<file path="src/design/rrtt_ram.sv">
// Generic simple dual-port RAM, registered read.
// No dependencies.
module rrtt_ram #(
   parameter int WIDTH = 8,
   parameter int DEPTH = 128,
   localparam int ADDR_W = $clog2(DEPTH)
) (
   input  logic              clock,
   input  logic              wr_en,
   input  logic [ADDR_W-1:0] wr_addr,
   input  logic [WIDTH-1:0]  wr_data,
   input  logic [ADDR_W-1:0] rd_addr,
   output logic [WIDTH-1:0]  rd_data
);

   logic [WIDTH-1:0] mem_ff [DEPTH];

   always_ff @(posedge clock) begin
      if (wr_en) begin
         mem_ff[wr_addr] <= wr_data;
      end
      rd_data <= mem_ff[rd_addr];
   end

endmodule

</file>
<file path="config.mk">
export PLATFORM = sky130hd
export DESIGN_NAME = rrtt_ram
export DESIGN_NICKNAME = d
export VERILOG_FILES = /design/src/design/rrtt_ram.sv
export SDC_FILE = /design/constraint.sdc
export NUM_CORES = 1
export LEC_CHECK = 0
export BUFFER_PORTS_ARGS = -buffer_cell sky130_fd_sc_hd__buf_2
export CELL_PAD_IN_SITES_DETAIL_PLACEMENT = 0
export CELL_PAD_IN_SITES_GLOBAL_PLACEMENT = 1
export CORE_ASPECT_RATIO = 1.4
export CORE_UTILIZATION = 60
export CTS_BUF_LIST = sky130_fd_sc_hd__clkbuf_4
export DETAILED_ROUTE_END_ITERATION = 6
export PLACE_DENSITY = 0.88
export REMOVE_ABC_BUFFERS = 1
export SYNTH_ARGS = -nofsm -noshare
export SYNTH_HDL_FRONTEND = slang
export SYNTH_SLANG_ARGS = --single-unit
</file>
<file path="constraint.sdc">
create_clock -name clock -period 5.9 [get_ports clock]
set_input_delay 1.18 -clock clock [delete_from_list [all_inputs] [get_ports clock]]
set_output_delay 1.18 -clock clock [all_outputs]
set_load 0.05 [all_outputs]
</file>
After elaboration in Yosys (flattened, before gate mapping)
Memory sizes are Yosys's and may differ from the RTL's. A register that Yosys moved wholly into a read port is not among the register bits.
Cells that the tools add are included.
{"block": "word_totals", "regBits": 0, "ramBits": 1024, "input_bits": 24, "out_inout_bits": 8, "word_cells": 3, "memories": 1}
{"memory": "mem_ff", "depth": 128, "width": 8, "rd": 1, "rd_ports_with_merged_regs": 1, "write_ports": 1, "line": "16", "rtl": "logic [WIDTH-1:0] mem_ff [DEPTH];"}
{"block": "op_classes", "muxes": 2}
{"op": "2-to-1 mux 1 bit", "n": 2}

Depth between registers and ports, before layout
{"block": "logic_depth", "word_depth": 2, "depth_mapped": 7, "mapped_depth_nobuf": 4}

Worst setup path after synthesis
No wires, ideal clock.
{"block": "synth_timing", "kind": "input-to-reg", "startpoint": "input port rd_addr[0]", "endpoint": "register rd_data[0], read port of mem_ff", "setup_ns": 0.121, "arrival_time_ns": 3.563, "t_required_ns": 5.779, "path_slack_ns": 2.216, "cell_stages": 6, "n_path_buf": 2, "path_cell_list": "clkbuf_1 -> buf_1 -> mux4_2 -> mux4_2 -> mux4_2 -> mux2_2"}
{"item": "start, declared", "line": "12", "rtl": "input logic [ADDR_W-1:0] rd_addr,"}
{"item": "end, declared", "line": "13", "rtl": "output logic [WIDTH-1:0] rd_data"}

==> impl_metrics.ini <==
[logic_synthesis]
netlist.top_cell.by_area = edfxtp_1
yosys_warnings = 0
synthesis.instances = 1635
cell_area_after_synthesis_mm2 = 0.03967
synth_commonest_cells = 1024 x edfxtp_1, 336 x mux4_2, 122 x nor2_1
synth_cell_types = 17
post_synthesis_register_bit_count = 1032
synth_enable_flop_cells = 1024
synthesis.area_per_instance_um2 = 24.26
share_of_the_synthesized_area_in_the_top_cell_type = 0.7752
ys_seq_area_frac = 0.7793
synthFlopType = edfxtp_1
yosys-top-cells-area = edfxtp_1 78%, mux4_2 19%, nor2_1 1.2%
asyncSetResetFlopFracSynth = 0
yosys.cell_count.top_type = edfxtp_1

[placed_design]
gpl.final_weighted_congestion = 0.8282
io_buffer_count = 31
dpl.hpwl_mm = 52.86

[clock_tree]
cts-buffers-inserted = 217
clock_tree_from_tritoncts = built
post_cts_resize_count = 0
clock_root_cell = clkbuf_4
cts.path.max_buffers = 3
clkSinkCount = 1032
clock_tree.htree_level_count = 4
clock_transition_at_path_regs_ns = 0.08
postCtsSetupRepairBufs = 0
post_cts_hold_buffer_count = 0
clk-insertion-delay-late_ns = 0.99

[run]
max_cap_check_violation_count = 0

[critical_path]
cp.arrival_ns = 4.26
required_ns = 6.78
worstSetupEndpointType = register
ws_path_type = input port to register
critPathMostFrequentCell = mux4_2
critical_path.slowest_cell = mux4_2
timing.critical_path.fanout_max = 53
path_cells = buf_8 > buf_12 > mux4_2 > mux4_2 > mux4_2 > mux2_2
r2r_slack_ns = 3.44
startpoint_type = input port
largest_stage_delay_on_the_critical_path_ns = 0.58

[global_routing]
pin_count_of_the_biggest_net_entering_global_routing = 123
global_route.overflow_total = 0
first_global_vias = 19340
grt_first_pass_wirelength_mm = 126.5
grt_util_all_layers = 0.2682
antenna_violations_before_repair = 8

[sta]
final.setup.tns_ns = 0
maxSlewHeadroom = 0.07355
min_period_ns = 3.380
max_slew.worst_pin.slew_ns = 1.390
hold_viol_final = 0
rsz_0062_raised_after_global_routing = false
timing.fmax_mhz = 295.9
timing_max_transition_violations_final = 0
timing.final.crit_share = 0.5728
fin_clk_skew_ns = 0.05309
setup_violations = 0

[floorplan]
placeableCoreArea_mm2 = 0.06541
placementRows = 111
initial_core_util = 0.6064
die_x_um = 219.3
die_area_mm2 = 0.06716
design.portCount = 32
die_height_um = 306.2

[worst_hold_path]
hold_path.class = input port to register

[finish]
multiInputGateArea_mm2 = 0.008354
register_area_mm2 = 0.03091
fraction_of_layout_cells_with_a_size_suffix_above_1 = 0.3673
p_r_area_growth_vs_syn_pct = 9.883
nNetsFinal = 1855
fillerInstances = 3961

[pwr]
leakagePower_nw = 13.49
power.density_mw_per_mm2 = 320.9
max-vdd-ir-drop_v = 0.0001874
finalPower_mw = 13.99

[detailed_routing]
total_via_count_in_the_routed_design = 18450
post_drt_via_cell_ratio = 6.482
pre_antenna_drt_iters = 7
postRouteAntennaNets = 0
drt_drc_violations_left = 0
routedWlPerCell_um = 30.09
routed_wl_mm = 85.63
initialDrtViolationCount = 2555

[outcome]
status = finished, final reports clean
[cell families after synthesis]
logic type             count (synthesis)  share of synthesized area
buffers and inverters                 89                    0.01013
multiplexers                         344                     0.1930
flip-flops                          1032                     0.7793
AND/OR/NAND/NOR                      170                    0.01757
[per-layer routing]
metal | up-vias | share of wire | track usage
li1 | 7571 | - | -
met1 | 9573 | 0.35 | 0.3480
met2 | 1086 | 0.52 | 0.4369
met3 | 210 | 0.086 | 0.05288
met4 | 8 | 0.048 | 0.1344
met5 | - | 0.00062 | 0
[metrics by stage]
stage                     cell area (um^2)  hold WS (ns)  std cells  utilization  setup WS [ns]
after floorplan                      39260         1.074       1546            -          2.972
after global placement               40870         1.140       2459       0.6248          1.510
after detailed placement             40870         1.121       2459       0.6248          1.478
after CTS                            43570        0.3744       2840       0.6661          2.534
after global routing                 43580        0.3856       2843       0.6662          2.464
final                                43590        0.4700       2846       0.6663          2.520
[worst max-delay path, delay by kind of cell]
family	cells	cell delay, ns
muxes	4	2.02
buffers and inverters	2	0.89
[registers in the layout, indices dropped and copies added, names as in the netlist]
register  cells
mem_ff     1024
rd_data       8
[placed cells by master, fill, tap and decap left out, types with 2 or more instances in the layout]
cell type / count
nand2b_1: 2
nand2_1: 14
clkinv_2: 8
clkinv_1: 59
edfxtp_1: 1024
buf_12: 7
buf_2: 20
buf_8: 2
buf_4: 37
clkbuf_4: 298
clkinv_4: 3
mux4_2: 336
nor2_1: 122
nand3_1: 12
dfxtp_1: 8
nor3_1: 9
clkinvlp_4: 5
nand4_1: 3
bufinv_16: 3
inv_6: 3
nor2b_1: 7
mux2_2: 8
diode_2: 6
[path summary, 6_finish.rpt]
kind | start | end | cells past startpoint
worst max register to register | mem_ff[4][7]$_DFFE_PP_ | rd_data[7]$_DFF_P_ | 4
worst max-delay path | rd_addr[0] | rd_data[7]$_DFF_P_ | 6
worst min register to register | mem_ff[92][1]$_DFFE_PP_ | rd_data[1]$_DFF_P_ | 4
worst min-delay path | wr_data[3] | mem_ff[92][3]$_DFFE_PP_ | 1
[cell type report]
cell class | count | area share
antenna | 6 | 0.0003445
clock buffer | 298 | 0.05133
clock inverter | 83 | 0.01059
multi-input combinational | 514 | 0.1917
sequential | 1032 | 0.7092
tap | 847 | 0.02431
timing repair buffer | 66 | 0.01257
[power breakdown]
part | switching, mW | internal [mW]
combinational | 0.471 | 0.298
clock | 2.62 | 2.48
sequential | 0.0180 | 8.09
No activity file was read; power rests on OpenSTA's default activity.
