**src/design/rrtt_pkg.sv**
```systemverilog
// Shared types and codes for the round-robin thread table.
// No dependencies.
package rrtt_pkg;

   localparam int THREAD_COUNT_DEF = 128;
   localparam int STATE_W          = 3;
   localparam int SLOT_FIELD_W     = 7;
   localparam int VALUE_W          = 64;

   typedef logic [STATE_W-1:0] thread_state_type;
   localparam thread_state_type ST_READY   = 3'd0;
   localparam thread_state_type ST_RUNNING = 3'd1;
   localparam thread_state_type ST_EXIT    = 3'd2;
   localparam thread_state_type ST_EMPTY   = 3'd3;
   localparam thread_state_type ST_BLOCKED = 3'd4;

   typedef logic [1:0] op_type;
   localparam op_type OP_TICK   = 2'd0;
   localparam op_type OP_CREATE = 2'd1;
   localparam op_type OP_JOIN   = 2'd2;
   localparam op_type OP_EXIT   = 2'd3;

   typedef logic [1:0] status_type;
   localparam status_type RSP_OK         = 2'd0;
   localparam status_type RSP_NO_SLOT    = 2'd1;
   localparam status_type RSP_BAD_TARGET = 2'd2;
   localparam status_type RSP_JOINED     = 2'd3;

   typedef struct packed {
      op_type                  op;
      logic [SLOT_FIELD_W-1:0] target_thread;
      logic [VALUE_W-1:0]      exit_value;
   } req_payload_type;

   typedef struct packed {
      status_type              status;
      logic [SLOT_FIELD_W-1:0] new_thread;
      logic [SLOT_FIELD_W-1:0] running_thread;
      logic                    switched;
      logic                    caller_blocked;
      logic [VALUE_W-1:0]      joined_value;
   } rsp_payload_type;

   typedef struct packed {
      logic start;
      logic want_ready;
   } scan_ctl_type;

   typedef struct packed {
      logic hit;
      logic miss;
   } scan_status_type;

endpackage

```
**src/design/rrtt_scan.sv**
```systemverilog
// Circular slot scanner: one table entry probed per cycle, pipelined
// against the RAM's registered read. Uses rrtt_pkg.
module rrtt_scan #(
   parameter int THREAD_COUNT = rrtt_pkg::THREAD_COUNT_DEF,
   localparam int SLOT_W = $clog2(THREAD_COUNT)
) (
   input  logic                       clock,
   input  logic                       reset,
   input  rrtt_pkg::scan_ctl_type     ctl,
   input  logic [SLOT_W-1:0]          first_slot,
   input  rrtt_pkg::thread_state_type entry_state,
   output logic [SLOT_W-1:0]          probe_slot,
   output logic [SLOT_W-1:0]          hit_slot,
   output rrtt_pkg::scan_status_type  result
);
   import rrtt_pkg::*;

   localparam logic [SLOT_W-1:0] LAST_SLOT = SLOT_W'(THREAD_COUNT - 1);

   logic              active_ff, active_in;
   logic              want_ready_ff, want_ready_in;
   logic [SLOT_W-1:0] probe_ff, probe_in;
   logic [SLOT_W-1:0] left_ff, left_in;
   logic              check_valid_ff, check_valid_in;
   logic [SLOT_W-1:0] check_slot_ff, check_slot_in;
   logic              match;

   assign match = check_valid_ff &&
                  (want_ready_ff ? (entry_state == ST_READY) : (entry_state == ST_EMPTY));
   assign result.hit  = active_ff && match;
   assign result.miss = active_ff && !match && (left_ff == '0);
   assign probe_slot  = probe_ff;
   assign hit_slot    = check_slot_ff;

   always_comb begin
      active_in      = active_ff;
      want_ready_in  = want_ready_ff;
      probe_in       = probe_ff;
      left_in        = left_ff;
      check_valid_in = check_valid_ff;
      check_slot_in  = check_slot_ff;
      if (ctl.start) begin
         active_in      = 1'b1;
         want_ready_in  = ctl.want_ready;
         probe_in       = first_slot;
         left_in        = LAST_SLOT;
         check_valid_in = 1'b0;
      end else if (active_ff) begin
         if (result.hit || result.miss) begin
            active_in      = 1'b0;
            check_valid_in = 1'b0;
         end else begin
            // left is non-zero here, otherwise miss would have fired
            check_valid_in = 1'b1;
            check_slot_in  = probe_ff;
            probe_in       = (probe_ff == LAST_SLOT) ? '0 : probe_ff + 1'b1;
            left_in        = left_ff - 1'b1;
         end
      end
   end

   always_ff @(posedge clock) begin
      if (reset) begin
         active_ff      <= 1'b0;
         check_valid_ff <= 1'b0;
      end else begin
         active_ff      <= active_in;
         check_valid_ff <= check_valid_in;
      end
   end

   always_ff @(posedge clock) begin
      want_ready_ff <= want_ready_in;
      probe_ff      <= probe_in;
      left_ff       <= left_in;
      check_slot_ff <= check_slot_in;
   end

endmodule

```
**config.mk**
```make
export PLATFORM = sky130hd
export DESIGN_NAME = rrtt_scan
export DESIGN_NICKNAME = d
export VERILOG_FILES = /design/src/design/rrtt_pkg.sv /design/src/design/rrtt_scan.sv
export SDC_FILE = /design/constraint.sdc
export NUM_CORES = 1
export LEC_CHECK = 0
export BUFFER_PORTS_ARGS = -buffer_cell sky130_fd_sc_hd__buf_2
export CAP_MARGIN = 10
export CORE_AREA = 2 2 53 55
export CTS_CLUSTER_DIAMETER = 60
export DETAILED_ROUTE_END_ITERATION = 12
export DIE_AREA = 0 0 55 57
export PLACE_DENSITY = 0.7
export SKIP_CTS_REPAIR_TIMING = 1
export SLEW_MARGIN = 20
export SYNTH_ARGS = -nofsm -noshare
export SYNTH_HDL_FRONTEND = slang
export SYNTH_SLANG_ARGS = --single-unit
export TNS_END_PERCENT = 100
```
**constraint.sdc**
```tcl
create_clock -name clock -period 2.35 [get_ports clock]
set_clock_uncertainty 0.05 [all_clocks]
set_input_delay 0.47 -clock clock [delete_from_list [all_inputs] [get_ports clock]]
set_output_delay 0.47 -clock clock [all_outputs]
set_load 0.02 [all_outputs]
```
After elaboration in Yosys (flattened, before gate mapping)
Index checks and enable logic that the tools add are counted.
- flip-flop bits (word level): 24
- output and inout port bits: 16
- word-level logic and storage cells: 34
- add/sub/neg operators: 2
- eq/ne operators: 3
- multiplexer cells: 8
- bitwise operators: 2
- reductions and logical operators: 13
- operator list (operator ; count):
    $mux W7 ; 4
    $add A7 B1 Y7 const B ; 1
    $eq A7 B7 Y1 const B ; 1
    $logic_not A7 Y1 ; 1
    $sub A7 B1 Y7 const B ; 1
    $logic_and A1 B1 Y1 ; 4
    $mux W1 ; 4
    $reduce_and A2 Y1 ; 2
    $eq A3 B2 Y1 const B ; 1
    $logic_not A3 Y1 ; 1
    $reduce_and A3 Y1 ; 1
    $ne A2 B2 Y1 const B ; 1
    $not A1 Y1 ; 2
    $reduce_bool A2 Y1 ; 1
    $reduce_or A2 Y1 ; 1
    $logic_not A1 Y1 ; 1
    $logic_or A1 B1 Y1 ; 1

Logic depth before layout (Yosys ltp)
Gate-level depths: netlist of run 1.
- depth in word-level cells: 10
- depth in mapped cells: 5

Worst setup path after synthesis of run 1
OpenSTA, ideal clock, no wires.
- path type: register to register
- start: reg left_ff[0]
- end: reg check_slot_ff[0], in the netlist hit_slot[0] (enable)
- setup time: 0.364 ns
- arrival: 1.714 ns
- required time: 1.936 ns
- slack: 0.222 ns
- cell stages (with the launch flop): 6
- cell sequence: dfxtp_1 inv_1 ha_1 nor3b_4 nor3b_1 nor2b_1
- longest elaborated chain between the ends: 5
- RTL lines (item ; line ; text):
    from (decl) ; rrtt_scan.sv:23 ; logic [SLOT_W-1:0] left_ff, left_in;
    from (signal assigned) ; rrtt_scan.sv:75 ; left_ff <= left_in;
    $logic_not A7 Y1 ; rrtt_scan.sv:31 ; assign result.miss = active_ff && !match && (left_ff == '0);
    $logic_and A1 B1 Y1 ; rrtt_scan.sv:31 ;
    $logic_or A1 B1 Y1 ; rrtt_scan.sv:49 ; if (result.hit || result.miss) begin
    $not A1 Y1 (no line) ; n/a ;
    $reduce_and A3 Y1 (no line) ; n/a ;
    to (signal assigned) ; rrtt_scan.sv:76 ; check_slot_ff <= check_slot_in;
    to (decl) ; rrtt_scan.sv:25 ; logic [SLOT_W-1:0] check_slot_ff, check_slot_in;
No other way between the ends.
A chain may end at the register's enable or synchronous reset.

==> metrics.md, run 1 <==
| Metric | Value |
|---|---|
| Peak VDD IR | `around 0.36 mV` |
| Avg WL per Cell | `~13 um` |
| Fmax | `~430 MHz` |
| Num CTS Buffers | `3` |
| Worst Tran Pin Value | `~0.46 ns` |
| Number of synthesized register bits | `24` |
| Min-Delay Path Class | `primary input to flop` |
| H-tree levels | `1` |
| Pin count of the biggest net entering global routing | `29` |
| WP data required | `1.83 ns` |
| 1st-pass router iterations | `4` |
| Port-buffer cells | `29` |
| Core footprint | `around 2600 sq um` |
| Run status | `completed` |
| Vias in the first global route | `919` |
| Clock Latency Late Sink | `~0.31 ns` |
| Overall power | `824.2 uW` |
| Die Width | `between 50 and 60 um` |
| RR Startpoint | `left_ff[5]` |
| TritonCTS clock tree | `done` |
| Area growth, synth to finish | `21.05%` |
| PwrDens | `approximately 590 nW/um^2` |
| Reg area | `634.4 sq um` |
| Count of unique library cells instantiated by Yosys | `36` |
| Vias per inst | `around 5.3` |
| Clock-pin slew of the registers on the worst-case setup and hold paths | `around 0.13 ns` |
| Via Count | `approximately 900` |
| Rel. slew slack | `0.6962` |
| Final setup vio count | `0` |
| Unrepaired setup endpoints after global routing | `true` |
| Post-route ant nets | `0` |
| First-pass GRT wire length | `around 3.8 mm` |
| Mapped Cells | `103` |
| Worst-path maximum fanout | `3` |
| Synth warnings | `0` |
| Crit path time final | `around 2.3 ns` |
| DRC errors left | `0` |
| ANT cells | `0` |
| GRT Residual Overflow | `0` |
| Combined area of the multi-input logic cells | `493.0 sq um` |
| Crit path launch | `left_ff[5]` |
| I/O pin cnt | `30` |
| Crit path capture type | `output pin` |
| Die area | `between 3000 and 4000 sq um` |
| Final Cycle Share | `0.9787` |
| Top cells by area, synth | `edfxtp_1 39%, dfxtp_1 16%, nor2_1 3.6%` |
| Leak | `about 0.57 nW` |
| Clock tree root buffer cell | `clkbuf_4` |
| # clock sinks | `24` |
| Site row count | `19` |
| Tot GR Track Use | `0.1618` |
| Cell taking the most area after synthesis | `edfxtp_1` |
| Initial Utilization | `0.4388` |
| Fill count | `between 200 and 300` |
| Synth top area share | `0.3926` |
| Max Cap Viol | `0` |
| Die height | `around 57 um` |
| Synthesized area | `between 1000 and 1500 sq um` |
| Setup TNS | `0 ns` |
| Final Hold Vio Count | `0` |
| Pins Over Slew Limit | `0` |
| Sequential fraction of the synthesis area | `0.5496` |
| DP HPWL | `between 1.5 and 2 mm` |
| Total routed wirelength | `approximately 2.2 mm` |
| Maximum clock path buffer count | `2` |
| Share of cells above drive strength 1 | `0.3431` |
| Synthesized Nets | `120` |
| Routability Congestion | `approximately 0.74` |
| Initial antenna violation count | `0` |
| Worst EP arrival | `1.78 ns` |
| Setup crit start kind | `flop` |
| Layout Nets | `roughly 160` |
| Syn avg cell area | `around 11 sq um` |
| Drt first-iter violations | `24` |
| Hold Crit Start | `ctl[0]` |
| Crit Path Class | `flop to output pin` |
-- per-stage QoR --
stage / util / cells / area (sq um) / worst slack (ns) / hold slack (ns)
after floorplan: - / 103 / 1147 / 0.2217 / 0.4499
after global placement: 0.5144 / 163 / 1345 / 0.2416 / 0.4155
after detailed placement: 0.5144 / 163 / 1345 / 0.2396 / 0.4240
after CTS: 0.5244 / 167 / 1371 / -0.02163 / 0.2756
after global routing: 0.5311 / 168 / 1389 / -0.03045 / 0.2651
final: 0.5311 / 168 / 1389 / 0.05004 / 0.2763
-- final timing paths --
kind,slack (ns),end,cells past startpoint
min reg2reg,0.45,hit_slot[6],0
max,0.05,result[0],5
max reg2reg,0.43,probe_slot[4],4
min,0.28,want_ready_ff,1
-- cell type report --
| type | instances | share of cell area |
|---|---|---|
| flip-flops and latches | 24 | 0.4568 |
| inverters | 3 | 0.008108 |
| multi-input cells | 72 | 0.3550 |
| well taps | 31 | 0.02793 |
| clock buffers | 4 | 0.01892 |
| repair buffers | 34 | 0.1333 |
-- power by group --
group	leakage, nW	total [mW]	switching [mW]	internal (mW)
clock	0.0150	0.183	0.117	0.0662
combinational	0.339	0.130	0.0747	0.0554
sequential	0.218	0.511	0.0263	0.485
-- Yosys cell counts, drive strengths merged --
master  number
or4          1
dfxtp        9
a211o        1
nand4b       1
a21oi        1
nand3b       2
nor4         3
nor4b        1
inv          3
edfxtp      15
nand2b       1
xor2         2
buf          1
nand3        3
mux2i        3
or3          2
ha           3
nor3         1
nand2        9
nor2        11
and2         1
mux2         1
or2          1
or3b         2
and3         1
o31a         3
nor2b        4
nor3b        2
o31ai        4
clkbuf       3
o21ai        3
o21ba        1
o21a         1
xnor2        3
-- cells by family after synthesis --
logic type	share of synthesized area
and+or+nand+nor	0.2301
buffers and inverters	0.02399
adders and majority gates	0.03272
xor gates and xnor gates	0.03817
AOI/OAI and AO/OA	0.08942
DFF	0.5496
muxes	0.03599
-- layout by cell type (no fill, tap or decap), drive strengths merged --
cell type / instances
clkbuf: 4
nand3b: 2
nor4b: 1
nand2b: 1
inv: 3
nor3: 1
nand3: 3
buf: 34
nor2: 11
a21oi: 1
and2: 1
nor4: 3
o21a: 1
xnor2: 3
or3b: 2
or3: 2
edfxtp: 15
o21ai: 3
a211o: 1
o21ba: 1
or2: 1
nand2: 9
o31a: 3
mux2: 1
dfxtp: 9
or4: 1
o31ai: 4
nand4b: 1
ha: 3
nor2b: 4
mux2i: 3
xor2: 2
and3: 1
nor3b: 2
-- sequential cells by signal, summed over array words and instances (netlist names) --
| name | flops |
|---|---|
| active_ff | 1 |
| check_valid_ff | 1 |
| hit_slot | 7 |
| left_ff | 7 |
| probe_slot | 7 |
| want_ready_ff | 1 |
-- layer usage --
metal / GRT usage / wire length (um)
met1: 0.1997 / 939
met2: 0.2755 / 1116
met3: 0.02618 / 130
met4: 0.06272 / 20
met5: 0 / 0
-- critical path: stages, from the launching register on --
cell and delay, ns:
dfxtp_2 0.35, or4_4 0.56, nor3b_4 0.24, nand2_1 0.08
nor2_1 0.11, buf_4 0.15
(Power assumes the default switching activity.)
==> run 2, diff against run 1 <==
- CELL_PAD_IN_SITES_DETAIL_PLACEMENT: not set -> 1
- CELL_PAD_IN_SITES_GLOBAL_PLACEMENT: not set -> 1
- CORE_AREA: 2 2 53 55 -> 2 2 58 60
- DIE_AREA: 0 0 55 57 -> 0 0 60 62
- PLACE_DENSITY: 0.7 -> not set
- PLACE_DENSITY_LB_ADDON: not set -> 0.1
==> metrics.md, run 2 (synthesis gave the netlist of run 1 again) <==
| Metric | Value |
|---|---|
| Unrepaired setup endpoints after global routing | `true` |
| Peak VDD IR | `0.1959 mV (-46%)` |
| Core Util, Final | `0.4510 (-0.08010)` |
| I/O pin cnt | `30 (unchanged)` |
| Initial Utilization | `0.3609 (-0.07787)` |
| Worst-path maximum fanout | `5 (+2)` |
| Reg-to-reg endpoint | `probe_slot[2]` |
| Overall power | `852.2 uW (+3.4%)` |
| Drt first-iter violations | `18 (-25%)` |
| Worst Tran Pin Value | `0.4376 ns (-0.01813 ns)` |
| TritonCTS clock tree | `done` |
| Final Hold Vio Count | `0 (unchanged)` |
| Fmax | `439.3 MHz (+1.0%)` |
| Core footprint | `3179 sq um (+22%)` |
| # clock sinks | `24 (unchanged)` |
| First-pass GRT wire length | `3.650 mm (-2.9%)` |
| Via Count | `892 (-0.56%)` |
| Min-Delay Path Class | `primary input to flop` |
| Run status | `completed` |
| Crit Path Class | `flop to output pin` |
| GRT Residual Overflow | `0 (unchanged)` |
| Clock Latency Late Sink | `0.30 ns (about the same)` |
| Num CTS Buffers | `3 (unchanged)` |
| Commonest cells after routing, fill and taps aside | `28 x buf_2, 15 x edfxtp_1, 11 x nor2_1, 9 x nand2_1, 9 x buf_4` |
| Most common cell after layout, fill and taps aside | `buf_2` |
| Final Cycle Share | `0.9686 (-0.01014)` |
| Clock tree root buffer cell | `clkbuf_4` |
| Die Width | `60 um (+9.1%)` |
| Total routed wirelength | `2.313 mm (+4.9%)` |
| Site row count | `21 (+2)` |
| R2R setup slack | `0.38 ns (-0.05 ns)` |
| Port-buffer cells | `29 (unchanged)` |
| WP data required | `1.83 ns (about the same)` |
| DRC errors left | `0 (unchanged)` |
| H-tree levels | `1 (unchanged)` |
| 1st-pass router iterations | `3 (-1)` |
| Final setup vio count | `0 (unchanged)` |
| Setup TNS | `0 ns (unchanged)` |
| Die height | `62 um (+8.8%)` |
| PwrDens | `594.3 nW/um^2 (+0.15%)` |
| Maximum clock path buffer count | `2 (unchanged)` |
| Layout Nets | `158 (+1.9%)` |
| ANT cells | `0 (unchanged)` |
| Crit path launch | `left_ff[2]` |
| Routability Congestion | `0.7002 (-5.0%)` |
| Area growth, synth to finish | `24.97%` |
| Tot GR Track Use | `0.1365 (-0.02529)` |
| Rel. slew slack | `0.7083 (+0.01209)` |
| Max Cap Viol | `0 (unchanged)` |
| Initial antenna violation count | `0 (unchanged)` |
| Vias in the first global route | `862 (-6.2%)` |
| Pin count of the biggest net entering global routing | `29 (unchanged)` |
| Pins Over Slew Limit | `0 (unchanged)` |
| Leak | `0.5975 nW (+4.3%)` |
| Worst setup path endpoint | `result[0]` |
| Share of cells above drive strength 1 | `0.3429 (about the same)` |
| Setup crit start kind | `flop` |
| Clock-pin slew of the registers on the worst-case setup and hold paths | `0.13 ns (about the same)` |
| Crit path time final | `2.276 ns (-0.02383 ns)` |
| Vias per inst | `4.796 (-10%)` |
| DP HPWL | `1.782 mm (+6.8%)` |
| RR Startpoint | `left_ff[2]` |
| Crit path capture type | `output pin` |
| Die area | `3720 sq um (+19%)` |
| Worst EP arrival | `1.76 ns (-0.02 ns)` |
| Worst R2R Path Depth | `5 (+1)` |
| Post-route ant nets | `0 (unchanged)` |
| Avg WL per Cell | `12.44 um (-5.3%)` |
run 2: worst min path at each step:
| stage | from | to | slack (ns) | depth (start not counted) |
|---|---|---|---|---|
| final | ctl[0] | want_ready_ff | 0.28 | 1 |
| after global routing | ctl[0] | want_ready_ff | 0.25 | 1 |
| after CTS | ctl[0] | want_ready_ff | 0.26 | 1 |
| after detailed placement | probe_slot[6] | hit_slot[6] | 0.42 | 0 |
| after global placement | probe_slot[6] | hit_slot[6] | 0.42 | 0 |
| after floorplan | left_ff[1] | left_ff[1] | 0.45 | 2 |
run 2: routing by layer:
layer / vias to the layer above / track usage / routed length, um
met3: 2 / 0.02484 / 79
li1: 445 / - / -
met2: 14 / 0.2780 / 1330
met1: 431 / 0.1332 / 875
met4: 0 / 0.05714 / 28
met5: - / 0 / 0
run 2: final cells by class:
class                      count  area [sq um]
fill                         367          1745
sequential                    24         631.9
multi-input combinational     72         489.2
timing repair buffer          37         207.7
tap                           46         57.56
clock buffer                   4         36.28
inverter                       3         11.26
run 2: metrics by stage:
step           hold slack [ns]  std cells  area (sq um)  setup slack [ns]
2_1_floorplan           0.4499        103          1147            0.2217
3_3_place_gp            0.4163        178          1364            0.1529
3_5_place_dp            0.4153        178          1364            0.1695
4_1_cts                 0.2621        182          1400          -0.02988
5_1_grt                 0.2547        186          1434         -0.005282
6_report                0.2782        186          1434           0.07387
run 2: power by group:
part | leakage, nW | internal (mW) | switching [mW]
clock | 0.0210 | 0.0944 | 0.117
combinational | 0.357 | 0.0559 | 0.0758
sequential | 0.219 | 0.485 | 0.0246
total | 0.597 | 0.635 | 0.217
run 2: worst max-delay path: stages, from the launching register on:
cell and delay (ns):
dfxtp_2 0.36, or4_4 0.56, nor3b_4 0.19, nand2_1 0.08
nor2_1 0.11, buf_4 0.15
